--- config.mk ---
export PLATFORM = sky130hd
export DESIGN_NAME = bra_map_ram
export DESIGN_NICKNAME = d
export VERILOG_FILES = /design/src/bra_pkg.sv /design/src/bra_map_ram.sv
export SDC_FILE = /design/constraint.sdc
export NUM_CORES = 2
export LEC_CHECK = 0
export BUFFER_PORTS_ARGS = -buffer_cell sky130_fd_sc_hd__clkbuf_2
export CORE_ASPECT_RATIO = 0.7
export CORE_MARGIN = 2
export CORE_UTILIZATION = 55
export CTS_CLUSTER_DIAMETER = 30
export DETAILED_ROUTE_END_ITERATION = 8
export PLACE_DENSITY = 0.72
export SYNTH_ARGS = -nofsm -noshare
export SYNTH_HDL_FRONTEND = slang
export SYNTH_SLANG_ARGS = --single-unit
--- constraint.sdc ---
create_clock -name clock -period 2.9 [get_ports clock]
set_input_delay 0.29 -clock clock [delete_from_list [all_inputs] [get_ports clock]]
set_output_delay 0.29 -clock clock [all_outputs]
set_load 0.03 [all_outputs]
--- src/bra_pkg.sv ---
// ----------------------------------------------------------------------------
// Bitmap run allocator package
// Shared constants and types for the first-fit bitmap run allocator.
// ----------------------------------------------------------------------------
package bra_pkg;

   localparam int MapBytes  = 512;
   localparam int AddrWidth = $clog2(MapBytes);
   localparam int SizeWidth = 10;

   typedef enum logic [1:0] {
      ACT_ALLOC = 2'd0,
      ACT_TEST  = 2'd1,
      ACT_SET   = 2'd2,
      ACT_CLEAR = 2'd3
   } action_type;

   typedef enum logic [1:0] {
      ST_DONE    = 2'd0,
      ST_NO_ROOM = 2'd1,
      ST_BAD     = 2'd2
   } status_type;

   typedef enum logic [2:0] {
      FSM_CLEAR,
      FSM_IDLE,
      FSM_SCAN,
      FSM_MARK,
      FSM_BIT,
      FSM_OUT
   } fsm_type;

   typedef struct packed {
      logic                 rd_en;
      logic [AddrWidth-1:0] rd_addr;
      logic                 wr_en;
      logic [AddrWidth-1:0] wr_addr;
      logic [7:0]           wr_data;
   } mem_ctl_type;

endpackage

--- src/bra_map_ram.sv ---
// ----------------------------------------------------------------------------
// Bitmap run allocator map memory
// One-read, one-write byte memory holding the usage bit map.
// ----------------------------------------------------------------------------
module bra_map_ram
   import bra_pkg::*;
(
   input  logic        clock,
   input  mem_ctl_type ctl,
   output logic [7:0]  rd_data
);

   logic [7:0] mem [MapBytes];
   logic [7:0] rd_data_ff;

   always_ff @(posedge clock) begin
      if (ctl.wr_en) begin
         mem[ctl.wr_addr] <= ctl.wr_data;
      end
      if (ctl.rd_en) begin
         rd_data_ff <= mem[ctl.rd_addr];
      end
   end

   assign rd_data = rd_data_ff;

endmodule

# == After elaboration in Yosys (flattened, before gate mapping) ==
# Memories as Yosys holds them, arrays and structs flattened. A register that Yosys moved wholly into a read port is not among the register bits.
# Index checks and enable logic that the tools add are counted.
# word_totals
regBits,0
ramBits,4096
inputBits,29
output_inout_bits,8
word_cells,3
memories,1
# op_classes
muxes,2
# memory_table
memory,depth,width,read_ports,rd_ports_with_merged_regs,write_ports,line,source
mem,512,8,1,1,1,bra_map_ram.sv:13,logic [7:0] mem [MapBytes];
# ops
operator,count
1-bit two-way mux,2

# == Depth between registers and ports, before layout ==
# logic_depth
word_depth,2
mapped_depth,12
depth_no_buf,7

# == Least setup slack after synthesis ==
# No wires, ideal clock.
# synth_path
path_kind,in2reg
startpoint,input ctl[18] in the netlist's numbering
endpoint,"register rd_data_ff[0], in the netlist rd_data[0], read port of mem, data pin"
setup_ns,0.257
arrival_ns,2.144
required_time_ns,2.643
slack_ns,0.499
path_stages,10
n_path_buf,4
cell_sequence,buf_4 buf_12 buf_12 buf_2 mux4_2 o21ai_0 nand3_1 nand4_1 o21ai_0 o2111a_1
# synth_rtl
element,line,source
from (decl),bra_map_ram.sv:9,"input mem_ctl_type ctl,"
to (decl),bra_map_ram.sv:14,logic [7:0] rd_data_ff;

==> impl_metrics.yaml <==
setup_path:
  crit_fanout: 21
  reg2reg_from: "mem[105][1]"
  critPathBufInv: 5
  worstPathRequired_ns: 3.65
  worstRegToRegCells: 8
  timing.critical_path.from_type: "input port"
  end_kind: "register"
  timing_worst_setup_path_type: "in2reg"
  cp_cell_sequence: "buf_12 > buf_12 > buf_12 > buf_4 > mux2i_1 > o221ai_1 > a21oi_1 > buf_4 > nor4_1 > nand4_1 > o21ai_0 > o2111a_1"
  rrSetupSlack_ns: 0.09
  critical_path.slowest_cell: "o221ai_1"
  cell_family_contributing_the_most_delay_on_the_critical_path: "compound AO/OA/AOI/OAI gates"
  critPathMostFrequentCell: "buf_12"
  slowest_stage_delay_cp_ns: 0.47
  worstPathArrival_ns: 3.60
  r2r-end: "rd_data[1]"
timing:
  clock_skew_ns: 0.0330
  slew_headroom_pct: 0.869
  tightest_slew_ns: 1.47
  setup_repair_after_global_routing_missed_its_margin: "no"
  achievable-frequency_mhz: 350
  timing.final.setup_violations: 0
  finalSetupTns_ns: 0
  timing.final.crit_period_ns: 2.86
  hold_viol: 0
  setup_slack_ns: 0.0447
  fin_hold_ws_ns: 0.104
  slew_viol_final: 0
  fin_crit_sh_pct: 98.5
finish:
  post_layout_nonfiller_instances: 13604
  area_delta_synth_final_pct: 19.8
  layout_common_cells: "4104 x edfxtp_1, 1085 x buf_4, 797 x mux2i_1"
  post-route-cell-area_mm2: 0.192
  final_core_utilization_pct: 66.3
  post_route_cells_drive_above_1_share_pct: 29.0
  design.final.nets: 9364
  commonest_non_fill_non_tap_cell_in_the_layout: "edfxtp_1"
global_route:
  grtUsageTotal_pct: 29.4
  globalRouteMet2Util_pct: 42.7
  antenna_found_initial: 24
  largest_net_degree_at_the_start_of_global_routing: 145
  grt_util_met1_pct: 43.1
  grt.overflow.total: 0
  grt_first_pass_wirelength_um: 629000
  number_of_global_route_vias_before_repair: 89050
  globalRoute.busiestLayer: "met1"
  met3_usage_pct: 9.22
power:
  vdd_ir_drop_max_uv: 575
  fin_total_pwr_mw: 139
  cellLeakagePower_nw: 64.0
  power_per_cell_area_mw_per_mm2: 723
place:
  hpwl_um: 274000
  place_worst_setup_slack_ns: -0.836
  detailed_place.area_mm2: 0.174
  buffer_ports.inserted: 36
  post-place-cells: 12631
  place_congestion: 0.957
drt:
  detailroute.via_count: 89652
  drt-total-wl_um: 436000
  post_drt_via_cell_ratio: 6.59
  drt-pass1-iter-count: 6
  drt_first_iter_violations: 15242
  drt_drc_violations_left: 0
  routed_wire_length_per_instance_um: 32.1
  route.antenna.remaining_nets: 0
logic_synthesis:
  synth_nets: 8059
  ys_ff_latch: 4104
  synth_async_sr_flop_share_pct: 0
  synth-edff-count: 4104
  synth.yosys.warnings: 0
  ys_types: 50
  post_synth_instance_area_mm2: 0.160
  synthFlopType: "edfxtp_1"
  mean_cell_area_of_the_mapped_netlist_um2: 19.9
  sequential_to_total_area_share_from_yosys_stat_pct: 77.0
  post_synth_inst_count: 8030
floorplan:
  floorplan.die.width_um: 649
  boundaryPins: 37
  fp-row-count: 165
  die_height_um: 455
  initial_utilization_pct: 55.4
  dieArea_mm2: 0.295
  placeableCoreArea_mm2: 0.289
worst_hold_path:
  hold_path_class: "in2reg"
  hp-start: "ctl[9]"
  min_to: "mem[271][1]"
  holdPathStages: 3
status:
  violations: "max-capacitance violations"
  status: "finished with violations"
cts:
  post-cts-setup-buffer-count: 0
  cts_tree: "built"
  clock_tree.root_cell: "clkbuf_16"
  ctsHtreeMaxLevel: 6
  cts_clk_pin_slew_worst_paths_ns: 0.06
  clock_sinks: 4104
  clock_path_buffers: 4
  worstSkewPairLatency_ns: 0.95
  cts_buffers: 534
job:
  maxCapViolCount: 1
==> worst max-delay path by stage <==
stage	start	to	slack [ns]	cells after the start
5_1_grt	mem[42][0]	rd_data[0]	0.03	9
4_1_cts	mem[441][3]	rd_data[3]	0.02	8
3_5_place_dp	ctl[18]	rd_data[3]	-0.84	12
2_1_floorplan	ctl[18]	rd_data[0]	0.50	10
6_report	ctl[18]	rd_data[1]	0.04	12
3_3_place_gp	ctl[18]	rd_data[3]	-0.84	12
==> final cells by class <==
cell class / count / area, um^2
Clock buffer: 587 / 13900
Antenna cell: 6 / 15.0
Timing Repair Buffer: 1282 / 11600
Tap cell: 3841 / 4810
Clock inverter: 371 / 4030
Inverter: 3 / 18.8
Fill cell: 17948 / 97400
Multi-Input combinational cell: 3410 / 34100
Sequential cell: 4104 / 123000
==> registers in the layout, indices dropped and copies added, names as in the netlist <==
| register | count |
|---|---|
| mem | 4096 |
| rd_data | 8 |
==> power by group <==
part           leakage [nW]  switching, mW  internal (mW)  total, mW
combinational          18.5           4.39           2.56       6.95
sequential             36.9         0.0353           65.4       65.4
clock                  8.66           25.8           40.4       66.2
==> synth_stat cells, types with 57 or more instances <==
| cell | count | area, um^2 |
|---|---|---|
| clkbuf_1 | 265 | 995 |
| mux4_2 | 654 | 14700 |
| buf_4 | 70 | 526 |
| a22oi_1 | 61 | 458 |
| buf_6 | 64 | 721 |
| a21oi_1 | 194 | 971 |
| nor2_1 | 597 | 2240 |
| nor3_1 | 109 | 546 |
| mux2i_1 | 797 | 7980 |
| o221ai_1 | 371 | 3250 |
| buf_2 | 57 | 285 |
| o22ai_1 | 163 | 1020 |
| nand2_1 | 111 | 417 |
| o21ai_0 | 118 | 591 |
| edfxtp_1 | 4104 | 123000 |
==> worst reg2reg max path, delay by kind of cell, from the launching register on <==
| kind | cells | cell delay [ns] |
|---|---|---|
| buffers and inverters | 1 | 0.19 |
| AO/OA/AOI/OAI | 4 | 1.44 |
| AND/OR/NAND/NOR | 2 | 0.58 |
| flip-flops | 1 | 0.32 |
| multiplexers | 1 | 0.07 |
==> cell families after synthesis <==
| kind of cell | synth area share [%] |
|---|---|
| compound gates | 4.31 |
| simple gates | 2.63 |
| buf+inv | 1.85 |
| flops | 77.0 |
| mux | 14.2 |
==> metal layers <==
| layer | share of wire [%] | vias to the layer above |
|---|---|---|
| met2 | 44 | 6453 |
| li1 | - | 36252 |
| met1 | 38 | 46054 |
| met4 | 3.2 | 18 |
| met5 | 0.026 | - |
| met3 | 14 | 875 |
==> what timing repair did <==
| action | in CTS | in global routing |
|---|---|---|
| endpoints found under the setup margin | 2 | 2 |
| hold buffers | 9 | 0 |
| resized for setup | 2 | 3 |
| endpoints found under the hold margin | 385 | 0 |
Power figures use the tool's default switching activity.
